$ cat config.mk
export PLATFORM = sky130hd
export DESIGN_NAME = periodic_task_release_table
export DESIGN_NICKNAME = d
export VERILOG_FILES = /design/src/sv/ptrt_pkg.sv /design/src/sv/ptrt_ctrl.sv /design/src/sv/ptrt_datapath.sv /design/src/sv/periodic_task_release_table.sv
export VERILOG_INCLUDE_DIRS = /design/src /design/src/sv
export SDC_FILE = /design/constraint.sdc
export NUM_CORES = 1
export LEC_CHECK = 0
export CAP_MARGIN = 20
export CORE_AREA = 3 3 215 217
export DETAILED_ROUTE_END_ITERATION = 10
export DIE_AREA = 0 0 218 220
export DONT_BUFFER_PORTS = 1
export PLACE_DENSITY_LB_ADDON = 0.2
export SETUP_SLACK_MARGIN = 0.5
export SYNTH_ARGS = -nofsm -noshare
export SYNTH_HDL_FRONTEND = slang
export SYNTH_SLANG_ARGS = --single-unit
$ cat constraint.sdc
create_clock -name clock -period 3.7 [get_ports clock]
set_input_delay 0.74 -clock clock [delete_from_list [all_inputs] [get_ports clock]]
set_output_delay 0.74 -clock clock [all_outputs]
set_load 0.005 [all_outputs]
$ cat src/sv/periodic_task_release_table_assert.svh
// Assertion macros for the periodic task release table.
`ifndef PERIODIC_TASK_RELEASE_TABLE_ASSERT_SVH
`define PERIODIC_TASK_RELEASE_TABLE_ASSERT_SVH
`ifndef SYNTHESIS
// Same-cycle implication, disabled during reset
`define PTRT_ASSERT_IMPLIES(lbl, clk, rst, pre, post) \
   lbl: assert property (@(posedge clk) disable iff (rst) (pre) |-> (post)) \
      else $error("ptrt assertion failed");
// Next-cycle implication, disabled during reset
`define PTRT_ASSERT_NEXT(lbl, clk, rst, pre, post) \
   lbl: assert property (@(posedge clk) disable iff (rst) (pre) |=> (post)) \
      else $error("ptrt assertion failed");
`else
`define PTRT_ASSERT_IMPLIES(lbl, clk, rst, pre, post)
`define PTRT_ASSERT_NEXT(lbl, clk, rst, pre, post)
`endif
`endif

$ cat src/sv/ptrt_pkg.sv
// Shared types and constants of the periodic task release table.
package ptrt_pkg;

   localparam int MAX_TASKS    = 8;
   localparam int RESULT_LIMIT = 8;
   localparam int IDX_W  = (MAX_TASKS > 1) ? $clog2(MAX_TASKS) : 1;
   localparam int CNT_W  = $clog2(MAX_TASKS + 1);
   localparam int NUM_W  = $clog2(RESULT_LIMIT + 1);
   localparam int SLOT_W = 4;

   typedef enum logic [1:0] {
      OP_ADD      = 2'd0,
      OP_DELETE   = 2'd1,
      OP_TICK     = 2'd2,
      OP_DISPATCH = 2'd3
   } ptrt_op_type;

   localparam logic [2:0] RS_DONE    = 3'd0;
   localparam logic [2:0] RS_DUE     = 3'd1;
   localparam logic [2:0] RS_FULL    = 3'd2;
   localparam logic [2:0] RS_BADSLOT = 3'd3;
   localparam logic [2:0] RS_NONE    = 3'd4;

   typedef enum logic [1:0] {
      ST_IDLE,
      ST_SCAN,
      ST_FINISH
   } ptrt_state_type;

   // Controller to datapath
   typedef struct packed {
      logic load;
      logic advance;
      logic write_add;
      logic tick_slot;
      logic take;
      logic push_mid;
      logic push_final;
   } ptrt_cmd_type;

   // Datapath to controller
   typedef struct packed {
      ptrt_op_type op;
      logic        scan_end;
      logic        cur_valid;
      logic        cur_due;
      logic        held_valid;
      logic        limit_reached;
      logic        out_free;
   } ptrt_stat_type;

endpackage

$ cat src/sv/ptrt_ctrl.sv
// Sequencer that walks the slot table for each transaction.
module ptrt_ctrl
   import ptrt_pkg::*;
(
   input  logic          clock,
   input  logic          reset,
   input  logic          req_valid,
   output logic          req_stall,
   input  ptrt_stat_type stat,
   output ptrt_cmd_type  cmd
);

   ptrt_state_type state_ff, state_in;

   // Hold state register
   always_ff @(posedge clock) begin
      if (reset) begin
         state_ff <= ST_IDLE;
      end else begin
         state_ff <= state_in;
      end
   end

   // Compute next state
   always_comb begin
      state_in = state_ff;
      case (state_ff)
         ST_IDLE: begin
            if (req_valid) begin
               state_in = ST_SCAN;
            end
         end
         ST_SCAN: begin
            if (stat.op == OP_DELETE || stat.scan_end) begin
               state_in = ST_FINISH;
            end else if (stat.op == OP_ADD && !stat.cur_valid) begin
               state_in = ST_FINISH;
            end else if (stat.op == OP_DISPATCH && stat.limit_reached) begin
               state_in = ST_FINISH;
            end
         end
         ST_FINISH: begin
            if (stat.out_free) begin
               state_in = ST_IDLE;
            end
         end
         default: state_in = ST_IDLE;
      endcase
   end

   // Drive datapath commands
   always_comb begin
      cmd       = '0;
      req_stall = 1'b1;
      case (state_ff)
         ST_IDLE: begin
            req_stall = 1'b0;
            cmd.load  = req_valid;
         end
         ST_SCAN: begin
            if (stat.op != OP_DELETE && !stat.scan_end) begin
               case (stat.op)
                  OP_ADD: begin
                     if (!stat.cur_valid) begin
                        cmd.write_add = 1'b1;
                     end else begin
                        cmd.advance = 1'b1;
                     end
                  end
                  OP_TICK: begin
                     cmd.tick_slot = 1'b1;
                     cmd.advance   = 1'b1;
                  end
                  OP_DISPATCH: begin
                     if (!stat.limit_reached) begin
                        if (!stat.cur_due) begin
                           cmd.advance = 1'b1;
                        end else if (!stat.held_valid || stat.out_free) begin
                           // flush the previous due slot, take this one
                           cmd.push_mid = stat.held_valid;
                           cmd.take     = 1'b1;
                           cmd.advance  = 1'b1;
                        end
                     end
                  end
                  default: cmd.advance = 1'b1;
               endcase
            end
         end
         ST_FINISH: begin
            cmd.push_final = stat.out_free;
         end
         default: req_stall = 1'b1;
      endcase
   end

endmodule

$ cat src/sv/ptrt_datapath.sv
// Slot table, scan pointer, held result and output register.
module ptrt_datapath
   import ptrt_pkg::*;
(
   input  logic          clock,
   input  logic          reset,
   input  ptrt_cmd_type  cmd,
   output ptrt_stat_type stat,
   input  logic [1:0]    req_command,
   input  logic [7:0]    req_task_tag,
   input  logic [15:0]   req_first_delay,
   input  logic [15:0]   req_repeat_period,
   input  logic [3:0]    req_slot_number,
   output logic          rsp_valid,
   input  logic          rsp_stall,
   output logic [2:0]    rsp_status,
   output logic [3:0]    rsp_slot_index,
   output logic [7:0]    rsp_due_tag,
   output logic          rsp_last_result
);

   // Slot table
   logic        valid_ff   [MAX_TASKS];
   logic        valid_in   [MAX_TASKS];
   logic [7:0]  tag_ff     [MAX_TASKS];
   logic [7:0]  tag_in     [MAX_TASKS];
   logic [15:0] delay_ff   [MAX_TASKS];
   logic [15:0] delay_in   [MAX_TASKS];
   logic [15:0] period_ff  [MAX_TASKS];
   logic [15:0] period_in  [MAX_TASKS];
   logic [7:0]  pending_ff [MAX_TASKS];
   logic [7:0]  pending_in [MAX_TASKS];

   // Latched transaction
   ptrt_op_type op_ff, op_in;
   logic [7:0]  op_tag_ff, op_tag_in;
   logic [15:0] op_delay_ff, op_delay_in;
   logic [15:0] op_period_ff, op_period_in;
   logic [3:0]  op_slot_ff, op_slot_in;

   // Scan and held result
   logic [CNT_W-1:0] idx_ff, idx_in;
   logic [NUM_W-1:0] num_ff, num_in;
   logic             held_valid_ff, held_valid_in;
   logic [IDX_W-1:0] held_idx_ff, held_idx_in;
   logic [7:0]       held_tag_ff, held_tag_in;

   // Output register
   logic       out_valid_ff, out_valid_in;
   logic [2:0] out_status_ff, out_status_in;
   logic [3:0] out_slot_ff, out_slot_in;
   logic [7:0] out_tag_ff, out_tag_in;
   logic       out_last_ff, out_last_in;

   logic [IDX_W-1:0] cur;
   logic             scan_end;
   logic             cur_valid;
   logic             del_in_range;
   logic [IDX_W-1:0] del_idx;

   assign cur          = idx_ff[IDX_W-1:0];
   assign scan_end     = (idx_ff == CNT_W'(MAX_TASKS));
   assign cur_valid    = !scan_end && valid_ff[cur];
   assign del_in_range = ({1'b0, op_slot_ff} < 5'(MAX_TASKS));
   assign del_idx      = op_slot_ff[IDX_W-1:0];

   // Report status to the controller
   always_comb begin
      stat.op            = op_ff;
      stat.scan_end      = scan_end;
      stat.cur_valid     = cur_valid;
      stat.cur_due       = cur_valid && (pending_ff[cur] != 8'd0);
      stat.held_valid    = held_valid_ff;
      stat.limit_reached = (num_ff == NUM_W'(RESULT_LIMIT));
      stat.out_free      = !out_valid_ff || !rsp_stall;
   end

   // Update the slot table
   always_comb begin
      valid_in   = valid_ff;
      tag_in     = tag_ff;
      delay_in   = delay_ff;
      period_in  = period_ff;
      pending_in = pending_ff;
      if (cmd.write_add) begin
         valid_in[cur]   = 1'b1;
         tag_in[cur]     = op_tag_ff;
         delay_in[cur]   = op_delay_ff;
         period_in[cur]  = op_period_ff;
         pending_in[cur] = 8'd0;
      end
      if (cmd.tick_slot && cur_valid) begin
         if (delay_ff[cur] == 16'd0) begin
            if (pending_ff[cur] != 8'hFF) begin
               pending_in[cur] = pending_ff[cur] + 8'd1;
            end
            if (period_ff[cur] != 16'd0) begin
               delay_in[cur] = period_ff[cur] - 16'd1;
            end
         end else begin
            delay_in[cur] = delay_ff[cur] - 16'd1;
         end
      end
      if (cmd.take) begin
         pending_in[cur] = pending_ff[cur] - 8'd1;
         if (period_ff[cur] == 16'd0) begin
            valid_in[cur] = 1'b0;
         end
      end
      if (cmd.push_final && op_ff == OP_DELETE && del_in_range) begin
         valid_in[del_idx] = 1'b0;
      end
   end

   // Latch transaction, advance scan, track held result
   always_comb begin
      op_in         = op_ff;
      op_tag_in     = op_tag_ff;
      op_delay_in   = op_delay_ff;
      op_period_in  = op_period_ff;
      op_slot_in    = op_slot_ff;
      idx_in        = idx_ff;
      num_in        = num_ff;
      held_valid_in = held_valid_ff;
      held_idx_in   = held_idx_ff;
      held_tag_in   = held_tag_ff;
      if (cmd.load) begin
         op_in         = ptrt_op_type'(req_command);
         op_tag_in     = req_task_tag;
         op_delay_in   = req_first_delay;
         op_period_in  = req_repeat_period;
         op_slot_in    = req_slot_number;
         idx_in        = '0;
         num_in        = '0;
         held_valid_in = 1'b0;
      end
      if (cmd.advance) begin
         idx_in = idx_ff + CNT_W'(1);
      end
      if (cmd.write_add) begin
         held_valid_in = 1'b1;
         held_idx_in   = cur;
         held_tag_in   = 8'd0;
      end
      if (cmd.take) begin
         held_valid_in = 1'b1;
         held_idx_in   = cur;
         held_tag_in   = tag_ff[cur];
         num_in        = num_ff + NUM_W'(1);
      end
   end

   // Load the output register
   always_comb begin
      out_valid_in  = out_valid_ff && rsp_stall;
      out_status_in = out_status_ff;
      out_slot_in   = out_slot_ff;
      out_tag_in    = out_tag_ff;
      out_last_in   = out_last_ff;
      if (cmd.push_mid) begin
         out_valid_in  = 1'b1;
         out_status_in = RS_DUE;
         out_slot_in   = SLOT_W'(held_idx_ff);
         out_tag_in    = held_tag_ff;
         out_last_in   = 1'b0;
      end
      if (cmd.push_final) begin
         out_valid_in  = 1'b1;
         out_last_in   = 1'b1;
         out_status_in = RS_DONE;
         out_slot_in   = '0;
         out_tag_in    = '0;
         case (op_ff)
            OP_ADD: begin
               if (held_valid_ff) begin
                  out_slot_in = SLOT_W'(held_idx_ff);
               end else begin
                  out_status_in = RS_FULL;
               end
            end
            OP_DELETE: begin
               if (!del_in_range) begin
                  out_status_in = RS_BADSLOT;
               end
            end
            OP_TICK: out_status_in = RS_DONE;
            OP_DISPATCH: begin
               if (held_valid_ff) begin
                  out_status_in = RS_DUE;
                  out_slot_in   = SLOT_W'(held_idx_ff);
                  out_tag_in    = held_tag_ff;
               end else begin
                  out_status_in = RS_NONE;
               end
            end
            default: out_status_in = RS_DONE;
         endcase
      end
   end

   // Hold registers
   always_ff @(posedge clock) begin
      if (reset) begin
         valid_ff      <= '{default: 1'b0};
         held_valid_ff <= 1'b0;
         out_valid_ff  <= 1'b0;
         op_ff         <= OP_ADD;
         idx_ff        <= '0;
         num_ff        <= '0;
      end else begin
         valid_ff      <= valid_in;
         held_valid_ff <= held_valid_in;
         out_valid_ff  <= out_valid_in;
         op_ff         <= op_in;
         idx_ff        <= idx_in;
         num_ff        <= num_in;
      end
   end

   always_ff @(posedge clock) begin
      tag_ff        <= tag_in;
      delay_ff      <= delay_in;
      period_ff     <= period_in;
      pending_ff    <= pending_in;
      op_tag_ff     <= op_tag_in;
      op_delay_ff   <= op_delay_in;
      op_period_ff  <= op_period_in;
      op_slot_ff    <= op_slot_in;
      held_idx_ff   <= held_idx_in;
      held_tag_ff   <= held_tag_in;
      out_status_ff <= out_status_in;
      out_slot_ff   <= out_slot_in;
      out_tag_ff    <= out_tag_in;
      out_last_ff   <= out_last_in;
   end

   assign rsp_valid       = out_valid_ff;
   assign rsp_status      = out_status_ff;
   assign rsp_slot_index  = out_slot_ff;
   assign rsp_due_tag     = out_tag_ff;
   assign rsp_last_result = out_last_ff;

endmodule

$ cat src/sv/periodic_task_release_table.sv
// Add, tick and dispatch walk the table one slot per cycle; an add stops at the first
// free slot, and delete skips the walk. A result is registered in the finish state, or
// mid-walk when a dispatch flushes a held due slot; a stalled result channel holds the
// dispatch walk and the finish state.
// Reset clears the valid marks and the controller, with no clearing pass.
`include "periodic_task_release_table_assert.svh"

module periodic_task_release_table
   import ptrt_pkg::*;
(
   input  logic        clock,
   input  logic        reset,
   input  logic        req_valid,
   output logic        req_stall,
   input  logic [1:0]  req_command,
   input  logic [7:0]  req_task_tag,
   input  logic [15:0] req_first_delay,
   input  logic [15:0] req_repeat_period,
   input  logic [3:0]  req_slot_number,
   output logic        rsp_valid,
   input  logic        rsp_stall,
   output logic [2:0]  rsp_status,
   output logic [3:0]  rsp_slot_index,
   output logic [7:0]  rsp_due_tag,
   output logic        rsp_last_result
);

   ptrt_cmd_type  cmd;
   ptrt_stat_type stat;

   // Sequence the slot walk
   ptrt_ctrl u_ctrl (
      .clock     (clock),
      .reset     (reset),
      .req_valid (req_valid),
      .req_stall (req_stall),
      .stat      (stat),
      .cmd       (cmd)
   );

   // Hold the table and the results
   ptrt_datapath u_datapath (
      .clock             (clock),
      .reset             (reset),
      .cmd               (cmd),
      .stat              (stat),
      .req_command       (req_command),
      .req_task_tag      (req_task_tag),
      .req_first_delay   (req_first_delay),
      .req_repeat_period (req_repeat_period),
      .req_slot_number   (req_slot_number),
      .rsp_valid         (rsp_valid),
      .rsp_stall         (rsp_stall),
      .rsp_status        (rsp_status),
      .rsp_slot_index    (rsp_slot_index),
      .rsp_due_tag       (rsp_due_tag),
      .rsp_last_result   (rsp_last_result)
   );

   // Never overwrite a result that is still waiting
   `PTRT_ASSERT_IMPLIES(a_push_when_free, clock, reset, cmd.push_mid || cmd.push_final, stat.out_free)
   // Block goes busy right after accepting a transaction
   `PTRT_ASSERT_NEXT(a_busy_after_accept, clock, reset, req_valid && !req_stall, req_stall)
   // Only a held due slot gets flushed mid-dispatch
   `PTRT_ASSERT_IMPLIES(a_mid_has_held, clock, reset, cmd.push_mid, stat.held_valid && !cmd.push_final)

endmodule

==> results of run 1 <==
## per-stage QoR
step	setup slack [ns]	TNS, ns
after global routing	0.0798	0
after CTS	0.285	0
final	0.138	0
after global placement	-0.152	-5.60
after floorplan	0.00270	0
after detailed placement	-0.202	-10.03
## flip-flops by register name, summed over array words and instances (netlist names)
register and count:
u_datapath.rsp_valid 1, u_datapath.op_ff 2, u_datapath.rsp_last_result 1, u_datapath.op_delay_ff 16, u_datapath.rsp_slot_index 3, u_datapath.pending_ff 64
u_datapath.rsp_due_tag 8, u_datapath.idx_ff 4, u_datapath.tag_ff 64, u_datapath.held_valid_ff 1, u_datapath.period_ff 128, u_datapath.delay_ff 128
u_ctrl.state_ff 2, u_datapath.valid_ff 8, u_datapath.rsp_status 3, u_datapath.op_slot_ff 4, u_datapath.held_tag_ff 8, u_datapath.held_idx_ff 3
u_datapath.num_ff 4, u_datapath.op_period_ff 16, u_datapath.op_tag_ff 8
## cell usage in the layout (no fill, tap or decap), types with 56 or more instances in the layout
cell | netlist | layout
buf_4 | 16 | 237
a221o_1 | 57 | 56
buf_6 | 16 | 62
dfxtp_1 | 215 | 212
edfxtp_1 | 261 | 261
nand2_1 | 198 | 166
inv_1 | 64 | 56
nor2_1 | 139 | 106
a21oi_1 | 81 | 66
mux2i_1 | 69 | 62
## critical path: stages, from the launching register on
cell      delay [ns]
dfxtp_4         0.48
buf_6           0.18
inv_1           0.08
buf_4           0.18
ha_1            0.22
and3_1          0.20
nor3_1          0.38
nand3_1         0.18
buf_6           0.18
nor2_1          0.62
buf_4           0.36
a21oi_1         0.10
a211oi_1        0.17
a21oi_1         0.08
## cells by family (layout without fill, tap and decap cells)
kind of cell,Yosys count,after routing,share of synthesized area
AND/OR/NAND/NOR,617,618,0.139
AO/OA/AOI/OAI,496,499,0.169
flip-flops,476,476,0.551
buffers and inverters,202,526,0.0443
multiplexers,127,127,0.0755
other,1,2,0.000170
XOR/XNOR,37,37,0.0147
adder cells (fa/ha/maj),13,13,0.00738
## worst paths after layout
path                                      from                           endpoint  slack [ns]  cells past startpoint
max reg2reg  u_datapath.idx_ff[0]$_SDFFE_PP0P_  u_datapath.pending_ff[42]$_DFF_P_        0.14                     13
min                                      reset   u_datapath.op_ff[1]$_SDFFE_PP0P_        0.18                      1
min reg2reg  u_datapath.pending_ff[33]$_DFF_P_  u_datapath.pending_ff[33]$_DFF_P_        0.46                      2
max          u_datapath.idx_ff[0]$_SDFFE_PP0P_  u_datapath.pending_ff[42]$_DFF_P_        0.14                     13
## cell type report
cell class                      count  area (sq um)
Antenna cell                        1          2.50
Clock buffer                       59          1330
Clock inverter                     31           408
Fill cell                        3273         14800
Inverter                           69           278
Multi-Input combinational cell   1295         10700
Sequential cell                   476         12200
Tap cell                          592           741
Timing Repair Buffer              367          3870
## metal layers
| metal | GRT usage | vias to the layer above | wire (um) |
|---|---|---|---|
| met5 | 0 | - | 0 |
| met4 | 0.208 | 0 | 6000 |
| met3 | 0.0814 | 342 | 8860 |
| met2 | 0.519 | 1245 | 37100 |
| met1 | 0.444 | 9347 | 32100 |
| li1 | - | 8094 | - |
## report_power, final
group          switching (W)  total [W]  internal (W)
clock network        0.00223    0.00531       0.00308
logic                0.00140    0.00251       0.00111
registers           0.000213    0.00606       0.00585
## what timing repair did
item                       CTS  global route
setup buffers               73            27
setup endpoints to repair  431           435
resized for setup          203           201
gates cloned                11             5
pin swaps                   63            84
==> results by group, run 1 <==
Logic synthesis
  • Synth Instances: 1969
  • Cell Area, Synth: 22100 sq um
  • Async set-reset flop share out of synthesis: 0
  • Largest cells by area after synthesis: edfxtp_1 (36%), dfxtp_1 (20%), nand2_1 (3.4%)
  • Syn avg cell area: around 11 sq um
  • Top cells by count, synth: edfxtp_1 (261), dfxtp_1 (215), nand2_1 (198)
  • Most frequent cell after synthesis: edfxtp_1
  • Syn Nets: between 2000 and 2500
  • Post-synthesis sequential area ratio: 0.551
  • Synth Flop Type: edfxtp_1
  • Post-synth EDFFs: between 200 and 300
  • Cell taking the most area after synthesis: edfxtp_1
  • Share of the synthesized area in the top cell type: 0.355
  • Synth Warn #: 0
  • Post-synthesis register bit count: 476
  • Yosys cell types: 98

Place
  • Placed Area: 24700 sq um
  • Placed cell count: roughly 2700
  • Dpl hpwl: 54200 um
  • Port Buf Inserts: 0
  • Routability Congestion: 0.985

Finish
  • Nets: 2323
  • Final cell count without fillers: 2890
  • Ratio of cells with drive above 1 in the final layout: 0.349
  • Area Growth Syn to Fin: 33.6%
  • Design Area, Final: about 30000 sq um
  • Final core occ: 0.665

Clock tree
  • Clock Pin Slew Worst Setup and Hold Paths: roughly 0.06 ns
  • H-Tree Depth: 2
  • Sink Count: 476
  • # hold bufs at CTS: 0
  • Root buf cell: clkbuf_16
  • CTS tree: yes
  • Clock Tree Buf Depth: 3
  • CTS buffer count: 51
  • Latest clock arrival within the worst-skew pair: 0.62 ns

Timing
  • Hold slack: approximately 0.18 ns
  • Pins Over Slew Limit: 0
  • Fin crit share: 0.963
  • Min cycle time layout: 3.56 ns
  • Final setup violation count: 0
  • Max Fclk: approximately 280 MHz
  • Worst Max-Slew Pin Slew: 0.915 ns
  • Final hold viol count: 0
  • Setup Skew: roughly 0.018 ns
  • Slew margin rel.: 0.389
  • RSZ-0062 raised after global routing: yes

Floorplan
  • Starting Density: 0.498
  • Die footprint: between 40000 and 50000 sq um
  • Die X: 218 um
  • Core area: 44300 sq um
  • Height of the die: 220 um
  • # IOs: 68
  • FP Rows: between 70 and 80

Drt
  • DRT antenna net count: 0
  • Post-Route WL: ~84000 um
  • Vias: about 19000
  • DR pass1 iterations: 8
  • WL/cell: 29.1 um
  • DR iter-0 viols: approximately 2600
  • Vias per cell: 6.58
  • DRC viols: 0

Outcome
  • Status: finished clean

GRT
  • Initial antenna violation count: 0
  • Total congestion overflow: 0
  • GRT Total Usage: 0.341
  • Largest net degree at the start of global routing: 31
  • Vias in the first global route: 18700
  • First-pass GRT wire length: 121000 um

Pwr
  • VDD IR max: 0.442 mV
  • PwrDens: 471 nW/um^2
  • Leak: approximately 11 nW
  • Tot Pwr: 0.0139 W

Critical path
  • CP max FO: 8
  • Startpoint types: flop
  • CP Class: reg2reg
  • CP Data Arrival Time: 4.04 ns
  • Critical Path End Type: flop
  • Worst endpoint required time: ~4.2 ns

Run
  • Max Cap Viol: 0

Min path
  • Hold Crit Class: in2reg
(Power assumes the default switching activity.)
==> run 2: changes to the inputs <==
==> constraint.sdc (replaced) <==
create_clock -name clock -period 3.4 [get_ports clock]
set_input_delay 0.68 -clock clock [delete_from_list [all_inputs] [get_ports clock]]
set_output_delay 0.68 -clock clock [all_outputs]
set_load 0.005 [all_outputs]
==> results by group, run 2 (synthesis results as in run 1) <==
Outcome
  • Status: complete, but fails checks
  • Failing checks: negative setup slack

Drt
  • DRC viols: 0 (unchanged)
  • Vias per cell: 6.60 (+0.31%)
  • Vias: 20000 (+4.9%)
  • DR pass1 iterations: 8 (unchanged)
  • DRT antenna net count: 0 (unchanged)
  • DR iter-0 viols: 2781 (+5.5%)
  • WL/cell: 28.6 um (-1.6%)
  • Post-Route WL: 86500 um (+2.9%)

Timing
  • Max Fclk: 281 MHz (about the same)
  • Fin crit share: 1.05 (+0.0846)
  • Final hold viol count: 0 (unchanged)
  • Pins Over Slew Limit: 0 (unchanged)
  • Setup ws final: -0.161 ns (-0.299 ns)
  • Final setup violation count: 153 (+153)
  • Setup Skew: 0.0277 ns (+0.00953 ns)
  • Slew margin rel.: 0.340 (-0.0487)
  • RSZ-0062 raised after global routing: yes
  • Worst Max-Slew Pin Slew: 0.986 ns (+0.0708 ns)
  • Min cycle time layout: 3.56 ns (-0.00102 ns)

Finish
  • Ratio of cells with drive above 1 in the final layout: 0.409 (+0.0599)
  • Area Growth Syn to Fin: 41.0%
  • Nets: 2450 (+5.5%)
  • Final cell count without fillers: 3021 (+4.5%)
  • Commonest cells after routing, fill and taps aside: buf_4 (328), edfxtp_1 (261), dfxtp_1 (212), nand2_1 (163), nor2_1 (104)
  • Commonest non-fill, non-tap cell in the layout: buf_4
  • Top Registers: u_datapath.delay_ff (128), u_datapath.period_ff (128)
  • # fillers: 3048 (-6.9%)
  • Final core occ: 0.702 (+0.0367)

Place
  • Dpl hpwl: 55900 um (+3.3%)
  • Placed cell count: 2790 (+4.0%)
  • Port Buf Inserts: 0 (unchanged)
  • Routability Congestion: 1.03 (+5.0%)

Critical path
  • Slowest cell on the critical path: dfxtp_4
  • CP max stage delay: 0.39 ns (-0.23 ns)
  • Startpoint types: flop
  • CP Class: reg2reg
  • Crit path cell chain: buf_12 -> buf_4 -> nand2b_1 -> buf_12 -> o22ai_1 -> a31oi_1 -> nand4_1 -> buf_6 -> nor3_4 -> buf_6 -> a21o_1 -> buf_6 -> o21ai_4 -> o22ai_4 -> buf_6 -> a221oi_1
  • CP delay by family, top: buffers and inverters
  • Worst Setup SP: u_datapath.idx_ff[0]$_SDFFE_PP0P_
  • Crit path buffers/inverters: 7 (+2)
  • Worst endpoint required time: 3.87 ns (-0.31 ns)
  • CP max FO: 16 (+8)
  • CP Data Arrival Time: 4.03 ns (about the same)
  • CP most frequent cell: buf_6
  • Reg2reg start: u_datapath.idx_ff[0]$_SDFFE_PP0P_
  • Critical Path End Type: flop

Clock tree
  • Clock Tree Buf Depth: 3 (unchanged)
  • H-Tree Depth: 2 (unchanged)
  • Root buf cell: clkbuf_16
  • CTS buffer count: 50 (-2.0%)
  • Latest clock arrival within the worst-skew pair: 0.63 ns (about the same)
  • CTS tree: yes
  • Sink Count: 476 (unchanged)
  • Clock Pin Slew Worst Setup and Hold Paths: 0.07 ns (about the same)

GRT
  • Initial antenna violation count: 0 (unchanged)
  • Largest net degree at the start of global routing: 42 (+35%)
  • Vias in the first global route: 19600 (+4.9%)
  • First-pass GRT wire length: 124000 um (+2.4%)
  • Total congestion overflow: 0 (unchanged)
  • GRT Total Usage: 0.348 (+0.00656)

Pwr
  • Leak: 11.9 nW (+7.8%)
  • PwrDens: 490 nW/um^2 (+4.0%)
  • VDD IR max: 0.442 mV (about the same)

Floorplan
  • Core area: 44300 sq um (unchanged)
  • Die footprint: 48000 sq um (unchanged)
  • FP Rows: 77 (unchanged)
  • Die X: 218 um (unchanged)
  • # IOs: 68 (unchanged)
  • Starting Density: 0.498 (unchanged)
  • Height of the die: 220 um (unchanged)

Min path
  • Worst hold start: reset
  • Hold Crit Class: in2reg

Run
  • Max Cap Viol: 0 (unchanged)
==> run 2: worst paths after layout <==
path | end | slack (ns) | depth (start not counted)
worst max-delay path | u_datapath.delay_ff[3]$_DFF_P_ | -0.16 | 16
worst min-delay path | u_datapath.idx_ff[0]$_SDFFE_PP0P_ | 0.12 | 1
worst max register to register | u_datapath.delay_ff[3]$_DFF_P_ | -0.16 | 16
worst min register to register | u_datapath.delay_ff[21]$_DFF_P_ | 0.46 | 2
==> run 2: final cells by class <==
class                      count  area (sq um)  area share
clock buffer                  61          1310      0.0422
tap                          592           741      0.0238
multi-input combinational   1294         11100       0.358
inverter                      69           277     0.00889
antenna                        1          2.50   0.0000805
sequential                   476         12200       0.391
timing repair inverter         1          6.26    0.000201
timing repair buffer         495          5100       0.164
clock inverter                32           365      0.0117
==> run 2: layer usage <==
metal,up-vias,global-route usage,wire (um)
met5,-,0,0
met4,0,0.221,6330
met3,464,0.0823,9240
met2,1435,0.538,38700
met1,9711,0.442,32200
li1,8342,-,-
==> run 2: where the power goes <==
part / leakage (nW) / switching (W) / internal [W]
registers: 4.13 / 0.000227 / 0.00636
clock network: 0.811 / 0.00241 / 0.00323
logic: 7.01 / 0.00160 / 0.00140
==> run 2: metrics by stage <==
stage               hold slack, ns  power [W]  TNS (ns)  worst slack, ns  cell area (sq um)
floorplan                    0.423    0.00794    -16.95           -0.297              22800
global placement             0.432    0.00890    -16.48           -0.247              25900
detailed placement           0.440    0.00894    -21.70           -0.277              25900
CTS                          0.100     0.0149   -0.0460          -0.0160              29700
global route                0.0947     0.0157    -18.21           -0.233              31100
finish                       0.120     0.0152     -8.27           -0.161              31100
==> run 2: worst register-to-register path: stages (launching register included) <==
cell and delay (ns):
dfxtp_4 0.39, buf_12 0.18, buf_4 0.28, nand2b_1 0.30
buf_12 0.17, o22ai_1 0.11, a31oi_1 0.27, nand4_1 0.18
buf_6 0.16, nor3_4 0.13, buf_6 0.15, a21o_1 0.18
buf_6 0.18, o21ai_4 0.09, o22ai_4 0.36, buf_6 0.20
a221oi_1 0.07
==> run 2: timing repair <==
action / in CTS / in global routing
hold buffers: 0 / 0
endpoints found under the setup margin: 436 / 436
setup buffers: 78 / 43
pin swaps: 122 / 110
gates resized for setup: 302 / 199
gates cloned: 10 / 6
